[src/mkws_pkg.sv]
// Shared types, constants and helpers for the multi-keyword word search block.
package mkws_pkg;

  // Keyword storage geometry.
  localparam int KW_SLOTS = 8;
  localparam int WORD_MAX = 16;
  localparam int SLOT_W   = $clog2(KW_SLOTS);
  localparam int POS_W    = $clog2(WORD_MAX);
  localparam int LEN_W    = $clog2(WORD_MAX + 2);
  localparam int CNT_W    = 4;

  // Character codes used by the word splitter.
  localparam logic [7:0] CH_SPACE   = 8'h20;
  localparam logic [7:0] CH_TAB     = 8'h09;
  localparam logic [7:0] CH_NEWLINE = 8'h0A;
  localparam logic [7:0] CH_LOWER_A = 8'h61;
  localparam logic [7:0] CH_LOWER_Z = 8'h7A;
  localparam logic [7:0] CH_UPPER_A = 8'h41;
  localparam logic [7:0] CH_UPPER_Z = 8'h5A;
  localparam logic [7:0] CASE_DELTA = 8'h20;

  // Configuration register indexes, selected by address bit 2.
  localparam logic REG_KEYWORD_COUNT = 1'b0;
  localparam logic REG_COMBINE_ANY   = 1'b1;

  // Item commands.
  typedef enum logic [1:0] {
    CMD_KW_CHAR = 2'd0,
    CMD_KW_LEN  = 2'd1,
    CMD_TEXT    = 2'd2,
    CMD_END     = 2'd3
  } command_t;

  typedef struct packed {
    command_t          command;
    logic [2:0]        keyword_slot;
    logic [3:0]        char_pos;
    logic [7:0]        data_byte;
  } req_t;

  typedef struct packed {
    logic [2:0]  slot_index;
    logic        found;
    logic [31:0] first_line;
    logic [31:0] line_start;
    logic        combined_hit;
    logic        last;
  } rsp_t;

  // Controller states.
  typedef enum logic [1:0] {
    ST_IDLE,
    ST_READ,
    ST_CMP,
    ST_EMIT
  } state_t;

  // Commands from the controller to the datapath.
  typedef struct packed {
    logic take;
    logic k_clr;
    logic k_inc;
    logic cmp_en;
    logic word_done;
    logic emit_load;
    logic track_clr;
  } ctrl_cmd_t;

  // Status from the datapath to the controller.
  typedef struct packed {
    logic need_sweep;
    logic is_end;
    logic n_zero;
    logic k_last;
    logic eot_pend;
    logic out_free;
  } ctrl_sts_t;

  // ASCII lowercase.
  function automatic logic [7:0] to_lower(input logic [7:0] c);
    logic [7:0] r;
    r = c;
    if (c >= CH_UPPER_A && c <= CH_UPPER_Z) begin
      r = c + CASE_DELTA;
    end
    return r;
  endfunction

endpackage

[src/multi_keyword_word_search.sv]
// Keyword load and plain text items are taken straight from idle; a word end runs a keyword
// RAM read, then a compare, for each used keyword slot before the next item is accepted.
// End of text runs that compare sweep if a word is pending, then emits one result per
// used slot, one per cycle while the result side does not stall.
// Synchronous reset clears configuration, keyword lengths, counters and hit flags;
// the keyword character RAM is not cleared and must be written before use.
module multi_keyword_word_search (
  input  logic             clk,
  input  logic             rst,
  input  logic             psel,
  input  logic             penable,
  input  logic             pwrite,
  input  logic [2:0]       paddr,
  input  logic [31:0]      pwdata,
  output logic [31:0]      prdata,
  output logic             pready,
  input  logic             req_valid,
  output logic             req_stall,
  input  mkws_pkg::req_t   req,
  output logic             rsp_valid,
  input  logic             rsp_stall,
  output mkws_pkg::rsp_t   rsp
);
  import mkws_pkg::*;

  ctrl_cmd_t cmd;
  ctrl_sts_t sts;

  // The register port never waits.
  assign pready = 1'b1;

  // Sequencer.
  mkws_ctrl u_ctrl (
    .clk      (clk),
    .rst      (rst),
    .req_valid(req_valid),
    .sts      (sts),
    .req_stall(req_stall),
    .cmd      (cmd)
  );

  // Storage, compare and result path.
  mkws_datapath u_datapath (
    .clk      (clk),
    .rst      (rst),
    .psel     (psel),
    .penable  (penable),
    .pwrite   (pwrite),
    .paddr    (paddr),
    .pwdata   (pwdata),
    .prdata   (prdata),
    .req      (req),
    .cmd      (cmd),
    .sts      (sts),
    .rsp_valid(rsp_valid),
    .rsp_stall(rsp_stall),
    .rsp      (rsp)
  );

endmodule

[src/mkws_ram.sv]
// Generic single-write, single-read RAM with registered read data.
module mkws_ram #(
  parameter int WIDTH = 8,
  parameter int DEPTH = 8
) (
  input  logic                     clk,
  input  logic                     we,
  input  logic [$clog2(DEPTH)-1:0] waddr,
  input  logic [WIDTH-1:0]         wdata,
  input  logic [$clog2(DEPTH)-1:0] raddr,
  output logic [WIDTH-1:0]         rdata
);

  logic [WIDTH-1:0] mem [DEPTH];

  // Write port and registered read port.
  always_ff @(posedge clk) begin
    if (we) begin
      mem[waddr] <= wdata;
    end
    rdata <= mem[raddr];
  end

endmodule

[src/mkws_ctrl.sv]
// Controller state machine: item intake, keyword compare sweep and result emission.
module mkws_ctrl (
  input  logic                clk,
  input  logic                rst,
  input  logic                req_valid,
  input  mkws_pkg::ctrl_sts_t sts,
  output logic                req_stall,
  output mkws_pkg::ctrl_cmd_t cmd
);
  import mkws_pkg::*;

  state_t state;
  state_t state_next;

  // State register.
  always_ff @(posedge clk) begin
    if (rst) begin
      state <= ST_IDLE;
    end else begin
      state <= state_next;
    end
  end

  // Next state.
  always_comb begin
    state_next = state;
    unique case (state)
      ST_IDLE: begin
        if (req_valid) begin
          if (sts.need_sweep) begin
            state_next = ST_READ;
          end else if (sts.is_end && !sts.n_zero) begin
            state_next = ST_EMIT;
          end
        end
      end
      ST_READ: begin
        state_next = ST_CMP;
      end
      ST_CMP: begin
        if (sts.k_last) begin
          state_next = sts.eot_pend ? ST_EMIT : ST_IDLE;
        end else begin
          state_next = ST_READ;
        end
      end
      ST_EMIT: begin
        if (sts.out_free && sts.k_last) begin
          state_next = ST_IDLE;
        end
      end
      default: state_next = ST_IDLE;
    endcase
  end

  // Outputs.
  always_comb begin
    cmd       = '0;
    req_stall = 1'b1;
    unique case (state)
      ST_IDLE: begin
        req_stall = 1'b0;
        cmd.take  = req_valid;
        cmd.k_clr = 1'b1;
      end
      ST_READ: begin
        cmd = '0;
      end
      ST_CMP: begin
        cmd.cmp_en    = 1'b1;
        cmd.word_done = sts.k_last;
        cmd.k_clr     = sts.k_last;
        cmd.k_inc     = !sts.k_last;
      end
      ST_EMIT: begin
        cmd.emit_load = sts.out_free;
        cmd.track_clr = sts.out_free && sts.k_last;
        cmd.k_inc     = sts.out_free && !sts.k_last;
      end
      default: cmd = '0;
    endcase
  end

endmodule

[src/mkws_datapath.sv]
// Datapath: configuration registers, keyword store, word buffer, counters and hit tracking.
module mkws_datapath (
  input  logic                clk,
  input  logic                rst,
  input  logic                psel,
  input  logic                penable,
  input  logic                pwrite,
  input  logic [2:0]          paddr,
  input  logic [31:0]         pwdata,
  output logic [31:0]         prdata,
  input  mkws_pkg::req_t      req,
  input  mkws_pkg::ctrl_cmd_t cmd,
  output mkws_pkg::ctrl_sts_t sts,
  output logic                rsp_valid,
  input  logic                rsp_stall,
  output mkws_pkg::rsp_t      rsp
);
  import mkws_pkg::*;

  // Configuration registers.
  logic [CNT_W-1:0] keyword_count;
  logic             combine_any;

  // Keyword lengths and text tracking state.
  logic [LEN_W-1:0]  keyword_lengths [KW_SLOTS];
  logic [7:0]        word_buffer [WORD_MAX];
  logic [LEN_W-1:0]  word_length;
  logic [LEN_W-1:0]  letter_length;
  logic              word_overflow;
  logic [31:0]       line_counter;
  logic [31:0]       current_line_start;
  logic [31:0]       byte_offset;
  logic [KW_SLOTS-1:0] hit_flags;
  logic [31:0]       hit_lines [KW_SLOTS];
  logic [31:0]       hit_line_starts [KW_SLOTS];
  logic              nl_pend;
  logic              eot_pend;
  logic [SLOT_W-1:0] k;

  // Keyword character RAM outputs, one RAM per character position.
  logic [7:0] kw_q [WORD_MAX];

  logic             cfg_write;
  logic [CNT_W-1:0] used_n;
  logic [KW_SLOTS-1:0] used_mask;
  logic             verdict;
  logic [7:0]       low_byte;
  logic             is_delim;
  logic             is_nl;
  logic             is_letter;
  logic             finish_cond;
  logic             need_sweep;
  logic [31:0]      offset_inc;
  logic [31:0]      line_inc;
  logic [LEN_W-1:0] len_val;
  logic [WORD_MAX-1:0] pos_ok;
  logic             word_match;
  logic             k_last;

  // Configuration port.
  assign cfg_write = psel && penable && pwrite;
  assign prdata = (paddr[2] == REG_COMBINE_ANY) ? {31'b0, combine_any}
                                               : {{(32-CNT_W){1'b0}}, keyword_count};

  // Slots in use and the combined verdict.
  assign used_n = (keyword_count > CNT_W'(KW_SLOTS)) ? CNT_W'(KW_SLOTS) : keyword_count;
  always_comb begin
    for (int i = 0; i < KW_SLOTS; i++) begin
      used_mask[i] = (CNT_W'(i) < used_n);
    end
  end
  assign verdict = combine_any ? |(hit_flags & used_mask) : &(hit_flags | ~used_mask);

  // Text byte classification.
  assign low_byte    = to_lower(req.data_byte);
  assign is_nl       = (req.data_byte == CH_NEWLINE);
  assign is_delim    = (req.data_byte == CH_SPACE) || (req.data_byte == CH_TAB) || is_nl;
  assign is_letter   = (low_byte >= CH_LOWER_A) && (low_byte <= CH_LOWER_Z);
  assign finish_cond = (req.command == CMD_END) || ((req.command == CMD_TEXT) && is_delim);
  assign need_sweep  = finish_cond && (word_length != '0) && !word_overflow &&
                       (used_n != '0);
  assign offset_inc  = (byte_offset == '1) ? byte_offset : byte_offset + 32'd1;
  assign line_inc    = (line_counter == '1) ? line_counter : line_counter + 32'd1;
  assign len_val     = (req.data_byte > 8'(WORD_MAX)) ? LEN_W'(WORD_MAX + 1)
                                                     : req.data_byte[LEN_W-1:0];

  // Keyword character store.
  for (genvar g = 0; g < WORD_MAX; g++) begin : g_kw_ram
    mkws_ram #(
      .WIDTH(8),
      .DEPTH(KW_SLOTS)
    ) u_ram (
      .clk  (clk),
      .we   (cmd.take && (req.command == CMD_KW_CHAR) && (req.char_pos == POS_W'(g))),
      .waddr(req.keyword_slot),
      .wdata(low_byte),
      .raddr(k),
      .rdata(kw_q[g])
    );
  end

  // Word against keyword slot k.
  always_comb begin
    for (int i = 0; i < WORD_MAX; i++) begin
      pos_ok[i] = (LEN_W'(i) >= letter_length) || (word_buffer[i] == kw_q[i]);
    end
  end
  assign word_match = (keyword_lengths[k] == letter_length) && (&pos_ok);
  assign k_last     = ({1'b0, k} == (used_n - CNT_W'(1)));

  // Status to the controller.
  assign sts.need_sweep = need_sweep;
  assign sts.is_end     = (req.command == CMD_END);
  assign sts.n_zero     = (used_n == '0);
  assign sts.k_last     = k_last;
  assign sts.eot_pend   = eot_pend;
  assign sts.out_free   = !rsp_valid || !rsp_stall;

  // Control and tracking registers.
  always_ff @(posedge clk) begin
    if (rst) begin
      keyword_count      <= '0;
      combine_any        <= 1'b0;
      for (int i = 0; i < KW_SLOTS; i++) begin
        keyword_lengths[i] <= '0;
      end
      word_length        <= '0;
      letter_length      <= '0;
      word_overflow      <= 1'b0;
      line_counter       <= '0;
      current_line_start <= '0;
      byte_offset        <= '0;
      hit_flags          <= '0;
      nl_pend            <= 1'b0;
      eot_pend           <= 1'b0;
      k                  <= '0;
      rsp_valid          <= 1'b0;
    end else begin
      if (cfg_write) begin
        if (paddr[2] == REG_KEYWORD_COUNT) begin
          keyword_count <= pwdata[CNT_W-1:0];
        end else begin
          combine_any <= pwdata[0];
        end
      end

      // Item intake.
      if (cmd.take) begin
        unique case (req.command)
          CMD_KW_CHAR: begin
            nl_pend <= nl_pend;
          end
          CMD_KW_LEN: begin
            keyword_lengths[req.keyword_slot] <= len_val;
          end
          CMD_TEXT: begin
            byte_offset <= offset_inc;
            if (is_delim) begin
              if (need_sweep) begin
                nl_pend  <= is_nl;
                eot_pend <= 1'b0;
              end else begin
                word_length   <= '0;
                letter_length <= '0;
                word_overflow <= 1'b0;
                if (is_nl) begin
                  line_counter       <= line_inc;
                  current_line_start <= offset_inc;
                end
              end
            end else if (word_length < LEN_W'(WORD_MAX)) begin
              word_length <= word_length + LEN_W'(1);
              if (is_letter) begin
                letter_length <= word_length + LEN_W'(1);
              end
            end else begin
              word_overflow <= 1'b1;
            end
          end
          CMD_END: begin
            if (need_sweep) begin
              eot_pend <= 1'b1;
              nl_pend  <= 1'b0;
            end else begin
              word_length   <= '0;
              letter_length <= '0;
              word_overflow <= 1'b0;
              if (used_n == '0) begin
                line_counter       <= '0;
                current_line_start <= '0;
                byte_offset        <= '0;
                hit_flags          <= '0;
              end
            end
          end
          default: nl_pend <= nl_pend;
        endcase
      end

      // First hit of slot k.
      if (cmd.cmp_en && word_match && !hit_flags[k]) begin
        hit_flags[k] <= 1'b1;
      end

      // End of the compare sweep finishes the word and any pending newline.
      if (cmd.word_done) begin
        word_length   <= '0;
        letter_length <= '0;
        word_overflow <= 1'b0;
        if (nl_pend) begin
          line_counter       <= line_inc;
          current_line_start <= byte_offset;
        end
      end

      // Clear tracking after the last result.
      if (cmd.track_clr) begin
        word_length        <= '0;
        letter_length      <= '0;
        word_overflow      <= 1'b0;
        line_counter       <= '0;
        current_line_start <= '0;
        byte_offset        <= '0;
        hit_flags          <= '0;
        eot_pend           <= 1'b0;
      end

      // Slot counter.
      if (cmd.k_clr) begin
        k <= '0;
      end else if (cmd.k_inc) begin
        k <= k + SLOT_W'(1);
      end

      // Output register handshake.
      if (cmd.emit_load) begin
        rsp_valid <= 1'b1;
      end else if (!rsp_stall) begin
        rsp_valid <= 1'b0;
      end
    end
  end

  // Payload registers.
  always_ff @(posedge clk) begin
    if (cmd.take && (req.command == CMD_TEXT) && !is_delim &&
        (word_length < LEN_W'(WORD_MAX))) begin
      word_buffer[word_length[POS_W-1:0]] <= low_byte;
    end
    if (cmd.cmp_en && word_match && !hit_flags[k]) begin
      hit_lines[k]       <= line_counter;
      hit_line_starts[k] <= current_line_start;
    end
    if (cmd.emit_load) begin
      rsp.slot_index   <= 3'(k);
      rsp.found        <= hit_flags[k];
      rsp.first_line   <= hit_flags[k] ? hit_lines[k] : 32'd0;
      rsp.line_start   <= hit_flags[k] ? hit_line_starts[k] : 32'd0;
      rsp.combined_hit <= verdict;
      rsp.last         <= k_last;
    end
  end

endmodule

[config.mk]
export PLATFORM = sky130hd
export DESIGN_NAME = multi_keyword_word_search
export DESIGN_NICKNAME = d
export VERILOG_FILES = /design/src/mkws_pkg.sv /design/src/multi_keyword_word_search.sv /design/src/mkws_ram.sv /design/src/mkws_ctrl.sv /design/src/mkws_datapath.sv
export SDC_FILE = /design/constraint.sdc
export NUM_CORES = 2
export LEC_CHECK = 0
export BUFFER_PORTS_ARGS = -buffer_cell sky130_fd_sc_hd__buf_4
export CAP_MARGIN = 10
export CORE_MARGIN = 2
export CORE_UTILIZATION = 62
export DETAILED_ROUTE_END_ITERATION = 10
export PLACE_DENSITY = 0.82
export SKIP_CTS_REPAIR_TIMING = 1
export SYNTH_ARGS = -nofsm -noshare
export SYNTH_HDL_FRONTEND = slang
export SYNTH_SLANG_ARGS = --single-unit
[constraint.sdc]
create_clock -name clk -period 11.5 [get_ports clk]
set_clock_uncertainty 0.1 [all_clocks]
set_input_delay 2.3 -clock clk [delete_from_list [all_inputs] [get_ports clk]]
set_output_delay 2.3 -clock clk [all_outputs]
set_load 0.03 [all_outputs]
After elaboration in Yosys (flattened, before gate mapping)
Memories as Yosys holds them, arrays and structs flattened. A register that Yosys moved wholly into a read port is not among the register bits.
Cells that the tools add are included.
- register bits after elaboration: 134
- input bits: 59
- memories kept: 20
- bits in writable memories: 1704
- memory list (name ; depth ; bits a word ; read ports ; clocked after memory_dff ; write ports ; line ; source):
    u_datapath.hit_line_starts ; 8 ; 32 ; 1 ; 1 ; 1 ; mkws_datapath.sv:35 ; logic [31:0] hit_line_starts [KW_SLOTS];
    u_datapath.hit_lines ; 8 ; 32 ; 1 ; 1 ; 1 ; mkws_datapath.sv:34 ; logic [31:0] hit_lines [KW_SLOTS];
    u_datapath.word_buffer ; 16 ; 8 ; 16 ; 0 ; 1 ; mkws_datapath.sv:26 ; logic [7:0] word_buffer [WORD_MAX];
    u_datapath.g_kw_ram[0].u_ram.mem ; 8 ; 8 ; 1 ; 1 ; 1 ; mkws_ram.sv:14 ; logic [WIDTH-1:0] mem [DEPTH];
    u_datapath.g_kw_ram[10].u_ram.mem ; 8 ; 8 ; 1 ; 1 ; 1 ; mkws_ram.sv:14 ;
    u_datapath.g_kw_ram[11].u_ram.mem ; 8 ; 8 ; 1 ; 1 ; 1 ; mkws_ram.sv:14 ;
    14 more memories ; -- ; -- ; -- ; -- ; -- ; -- ;
- $add $sub $neg: 6
- muxes and demuxes: 120
- equal/unequal tests: 56
- order comparisons: 33
- reductions and logical operators: 86
- bitwise logic cells: 5
- operators by type and width (kind ; number):
    $mux 32 ; 20
    $pmux 32 s2 ; 3
    $eq 8x8->1 ; 16
    $add 32x1->32 const B ; 2
    $eq 32x32->1 const B ; 2
    $mux 1 ; 58
    $mux 8 ; 7
    $mux 5 ; 9
    $ge 4x5->1 const A ; 8
    $logic_and 1x1->1 ; 35
    $eq 4x4->1 const B ; 8
    $ge 3x5->1 const A ; 4
    $logic_or 1x1->1 ; 20
    $pmux 5 s2 ; 2
    $eq 4x3->1 const B ; 4
    $eq 8x4->1 const B ; 2
    $ge 8x7->1 const B ; 2
    $le 8x7->1 const B ; 2
    $lt 3x4->1 const A ; 4
    $mux 2 ; 8
    $or 8x8->8 ; 2
    $reduce_and 16->1 ; 1
    $ge 1x5->1 const A ; 2
    $ge 2x5->1 const A ; 2
    46 further kinds ; 83

Longest topological paths before layout
- word-level depth: 14
- mapped depth: 12
- depth with buffers taken out: 9

By module
A second synthesis with hierarchy kept.
- cells, all modules: 4397
- area total of the unflattened synthesis: 78948.2 um^2
- modules (own cells, without submodules) (module ; area an instance (um^2) ; cells an instance ; sequential area each (um^2) ; times used):
    mkws_ram ; 2691.3 ; 114 ; 2082.0 ; 16
    mkws_datapath ; 35666.7 ; 2547 ; 25104.1 ; 1
    mkws_ctrl ; 209.0 ; 24 ; 40.0 ; 1
    multi_keyword_word_search ; 11.3 ; 2 ; 0.0 ; 1

Worst setup path before layout
OpenSTA, ideal clock, no wires.
- path kind: input -> register
- start point: input req[1] (netlist name)
- end point: memory u_datapath.g_kw_ram[0].u_ram.mem[0][7] (data pin)
- cell stages on the path: 4
- data arrival time: 8895 ps
- setup slack: 1149 ps
- cells stage by stage: a21oi_1 -> nor2_1 -> or4_1 -> o31ai_1
- cells in the longest elaborated chain, start to end: 3
- ends and longest elaborated chain (item ; line ; source):
    start, declared ; multi_keyword_word_search.sv:19 ; input mkws_pkg::req_t req,
    $ge 8x7->1 / $le 8x7->1 (equally long branches) ; mkws_pkg.sv:83 ; if (c >= CH_UPPER_A && c <= CH_UPPER_Z) begin
    $logic_and 1x1->1 ; mkws_pkg.sv:83 ;
    $mux 8 (*) ; mkws_pkg.sv:83 ;
    net u_datapath.g_kw_ram[0].u_ram.wdata[7] ; mkws_ram.sv:9 ; input logic [WIDTH-1:0] wdata,
    end, declared ; mkws_ram.sv:14 ;
Mark *: on every way through the listed nets, which the timed path passes. The rest lies on a longest branch.

Worst setup path after layout
- start point: input req[1] (netlist name)
- end point: memory u_datapath.word_buffer[5][7] (data pin)
- cells in the longest elaborated chain, start to end: 3
- ends and longest elaborated chain (item ; line):
    $ge 8x7->1 / $le 8x7->1 (equally long branches) ; mkws_pkg.sv:83
    $logic_and 1x1->1 ; mkws_pkg.sv:83
    $mux 8 (*) ; mkws_pkg.sv:83
    net u_datapath.g_kw_ram[0].u_ram.wdata[7] ; mkws_ram.sv:9
    end, declared ; mkws_datapath.sv:26
Marks and branches as above.

==> results.py <==
metrics = {
    "status": {
        "outcome": "complete, no violations",
    },
    "placement": {
        "port_buffers": 104,
        "routabilityCongestion": 0.920,
        "dp_hpwl_mm": 95.6,
        "place_worst_setup_slack_ps": 4780,
    },
    "synth": {
        "synth.area.mux_share": 0.00518,
        "synth_fa_ha_area_frac": 0.00201,
        "async_reset_ff_frac": 0,
        "postSynthCellCount": 4614,
        "yosysUniqueCellTypes": 85,
        "synth_top_family_by_area": "compound AO/OA/AOI/OAI gates",
        "synth_xor_xnor_area_share": 0.0178,
        "netlist_area_um2": 74700,
        "yosys_warnings": 0,
        "synth-simple-area-share": 0.0583,
        "synth-edff-count": 1774,
        "synth-seq-cells": 2033,
        "synth_flop_cell": "edfxtp_1",
        "synth_compound_area_frac": 0.116,
        "ys_seq_area_frac": 0.783,
        "syn_avg_cell_area_um2": 16.2,
    },
    "floorplanning": {
        "dieArea_um2": 123000,
        "die_w_um": 351,
        "core_um2": 120000,
        "io_pins": 164,
        "die_h_um": 351,
        "start_util": 0.624,
        "rows": 127,
    },
    "timing": {
        "rsz0062_at_grt": "no",
        "worst_slack_ps": 5410,
        "finalCritPeriodShare": 0.529,
        "worstMarginPinSlew_ps": 1370,
        "relSlewSlack": 0.0849,
        "finalSetupTns_ps": 0,
        "min_period_ps": 6090,
        "maxSlewViolCount": 0,
        "fmax_ghz": 0.164,
        "hold_viol": 0,
        "setup_viol": 0,
    },
    "clock_tree": {
        "path_clk_slew_ps": 60,
        "cts_buffers": 183,
        "root_buffer": "clkbuf_16",
        "htree_levels": 4,
        "cts.sinks": 2033,
        "cts_buffer_depth": 3,
        "cts_tree": "done",
        "clk-insertion-delay-late_ps": 820,
    },
    "setup_path": {
        "cp_common_cell": "buf_4",
        "cp_max_fo": 87,
        "endpoint_kind": "flop",
        "cp.required_ps": 11860,
        "path_cells": "buf_4, nor2_1, and3b_1, or4_1, o31ai_4, buf_4, buf_4",
        "slowest_stage": "o31ai_4",
        "start_kind": "input port",
        "critPathKind": "input port to flop",
        "slowest_delay_ps": 930,
        "cp_data_arrival_time_ps": 6450,
    },
    "global_routing": {
        "antenna_found_initial": 5,
        "grt_use_total": 0.300,
        "grt_max_degree": 144,
        "grt_pass1_wl_mm": 274,
        "grt_pass1_vias": 44100,
        "grt-ovfl-total": 0,
    },
    "cells_and_area": {
        "drive_gt1_frac": 0.102,
        "nFillCells": 7083,
        "regArea_um2": 58500,
        "multiInputGateArea_um2": 15100,
        "fin_nets": 4773,
        "syn2layout_area_growth_pct": 11.4,
    },
    "power_and_ir_drop": {
        "irDropWorstVdd_uv": 171,
        "power_leakage_nw": 26.2,
        "p_per_area_nw_per_um2": 174,
    },
    "min_path": {
        "min_path_type": "flop to flop",
    },
    "route": {
        "viasPerCell": 6.91,
        "vias": 44800,
        "drc": 0,
        "wl_per_cell_um": 28.6,
        "drt-total-wl_mm": 185,
        "first_iter_violations": 6714,
        "firstDrtPassIters": 6,
        "antenna_left": 0,
    },
    "job": {
        "max_cap_violations": 0,
    },
}
==> stage by stage <==
step / util / area [um^2] / instances / power, W / hold WS (ps)
finish: 0.696 / 83200 / 6479 / 0.0145 / 342
global route: 0.696 / 83200 / 6478 / 0.0148 / 382
CTS: 0.695 / 83200 / 6474 / 0.0145 / 346
detailed placement: 0.644 / 77100 / 6128 / 0.00844 / 360
global placement: 0.644 / 77100 / 6128 / 0.00843 / 354
floorplan: - / 74800 / 4641 / 0.00832 / 344
==> cells in the mapped netlist (all sizes together) (10+ instances only) <==
cell type / n / area share
mux4: 10 / 0.0031
buf: 62 / 0.0050
nand2: 141 / 0.0071
o21ai: 90 / 0.0060
nand3: 43 / 0.0029
and2: 13 / 0.0011
or3: 22 / 0.0018
a22o: 19 / 0.0022
nand2b: 18 / 0.0015
and3: 26 / 0.0022
a31oi: 47 / 0.0039
inv: 28 / 0.0014
a311oi: 15 / 0.0018
edfxtp: 1774 / 0.71
a22oi: 746 / 0.075
nor2b: 11 / 0.00092
xnor2: 132 / 0.015
nor4: 24 / 0.0021
dfxtp: 259 / 0.069
ha: 12 / 0.0020
xor2: 20 / 0.0023
o31ai: 13 / 0.0014
nand3b: 12 / 0.0012
a41oi: 49 / 0.0057
a221oi: 27 / 0.0032
mux2i: 12 / 0.0016
nand4: 178 / 0.015
nor3: 51 / 0.0035
clkbuf: 234 / 0.012
a21oi: 119 / 0.0080
nor2: 289 / 0.015
==> worst max-delay path, delay by kind of cell <==
kind            cells  cell delay [ps]
simple gates        3             1000
buf+inv             3             1950
compound gates      1              930
==> area by class of cell <==
type | count | share of cell area
clock buffer | 258 | 0.0608
timing repair buffer | 172 | 0.0162
inverter | 29 | 0.00132
multi-input combinational | 2283 | 0.182
clock inverter | 88 | 0.0129
sequential | 2033 | 0.702
antenna | 4 | 0.000120
tap | 1612 | 0.0242
==> cell usage in the layout (no fill, tap or decap), types with 9 or more instances in the layout <==
cell / synthesis / routed
xor2_1: 20 / 20
clkbuf_8: 0 / 18
conb_1: 2 / 29
or3_1: 22 / 22
nor3_1: 50 / 48
bufinv_16: 0 / 20
a221oi_1: 26 / 26
nand3_1: 43 / 43
mux2i_1: 12 / 12
nor4_1: 23 / 23
clkinv_2: 0 / 25
inv_1: 28 / 27
nand2b_1: 18 / 18
a21oi_1: 119 / 118
a32o_1: 9 / 9
o31ai_1: 11 / 10
nand2_1: 141 / 139
buf_4: 29 / 166
a311oi_1: 14 / 14
a31oi_1: 47 / 46
a22o_1: 19 / 19
and3_1: 26 / 24
clkbuf_16: 0 / 184
nor2_1: 288 / 278
a22oi_1: 746 / 746
o21ai_0: 87 / 87
clkbuf_1: 233 / 56
and2_1: 12 / 12
nor2b_1: 11 / 11
edfxtp_1: 1774 / 1774
nand3b_1: 12 / 12
nand4_1: 177 / 177
nor2_4: 0 / 9
clkinv_1: 1 / 22
a41oi_1: 49 / 49
xnor2_1: 132 / 132
ha_1: 12 / 12
dfxtp_1: 259 / 259
==> cells by family after synthesis <==
kind of cell | after synthesis
flip-flops | 2033
AND/OR/NAND/NOR | 868
adder cells (fa/ha/maj) | 12
AO/OA/AOI/OAI | 1197
multiplexers | 25
buffers and inverters | 325
XOR/XNOR | 152
other | 2
==> report_power, final <==
group	internal, W	switching [W]	total (W)
Sequential	0.00801	0.0000151	0.00802
Combinational	0.0000560	0.000219	0.000275
Clock	0.00354	0.00267	0.00621
==> worst paths after layout <==
check | start | end | slack [ps] | depth (start not counted)
setup / recovery | req[1] | u_datapath.word_buffer[5][7] | 5410 | 7
hold / removal | u_datapath.g_kw_ram[12].u_ram.mem[7][1] | u_datapath.g_kw_ram[12].u_ram.rdata[1] | 340 | 2
setup reg to reg | flop | u_datapath.hit_line_starts[1][15] | 5630 | 8
hold reg to reg | u_datapath.g_kw_ram[12].u_ram.mem[7][1] | u_datapath.g_kw_ram[12].u_ram.rdata[1] | 340 | 2
==> state kept, by name, summed over array words and instances (netlist names), 40 cells and up, named ones only <==
signal	cells
u_datapath.hit_lines	256
u_datapath.word_buffer	128
u_datapath.keyword_lengths	40
u_datapath.rsp	70
u_datapath.hit_line_starts	256
u_datapath.g_kw_ram.u_ram.rdata	128
u_datapath.g_kw_ram.u_ram.mem	1024
==> per-layer routing <==
layer | share of wire | GRT usage
met1 | 0.35 | 0.390
met2 | 0.49 | 0.487
met3 | 0.12 | 0.0600
met4 | 0.046 | 0.152
met5 | 0.00012 | 0
No activity file was read; power rests on OpenSTA's default activity.
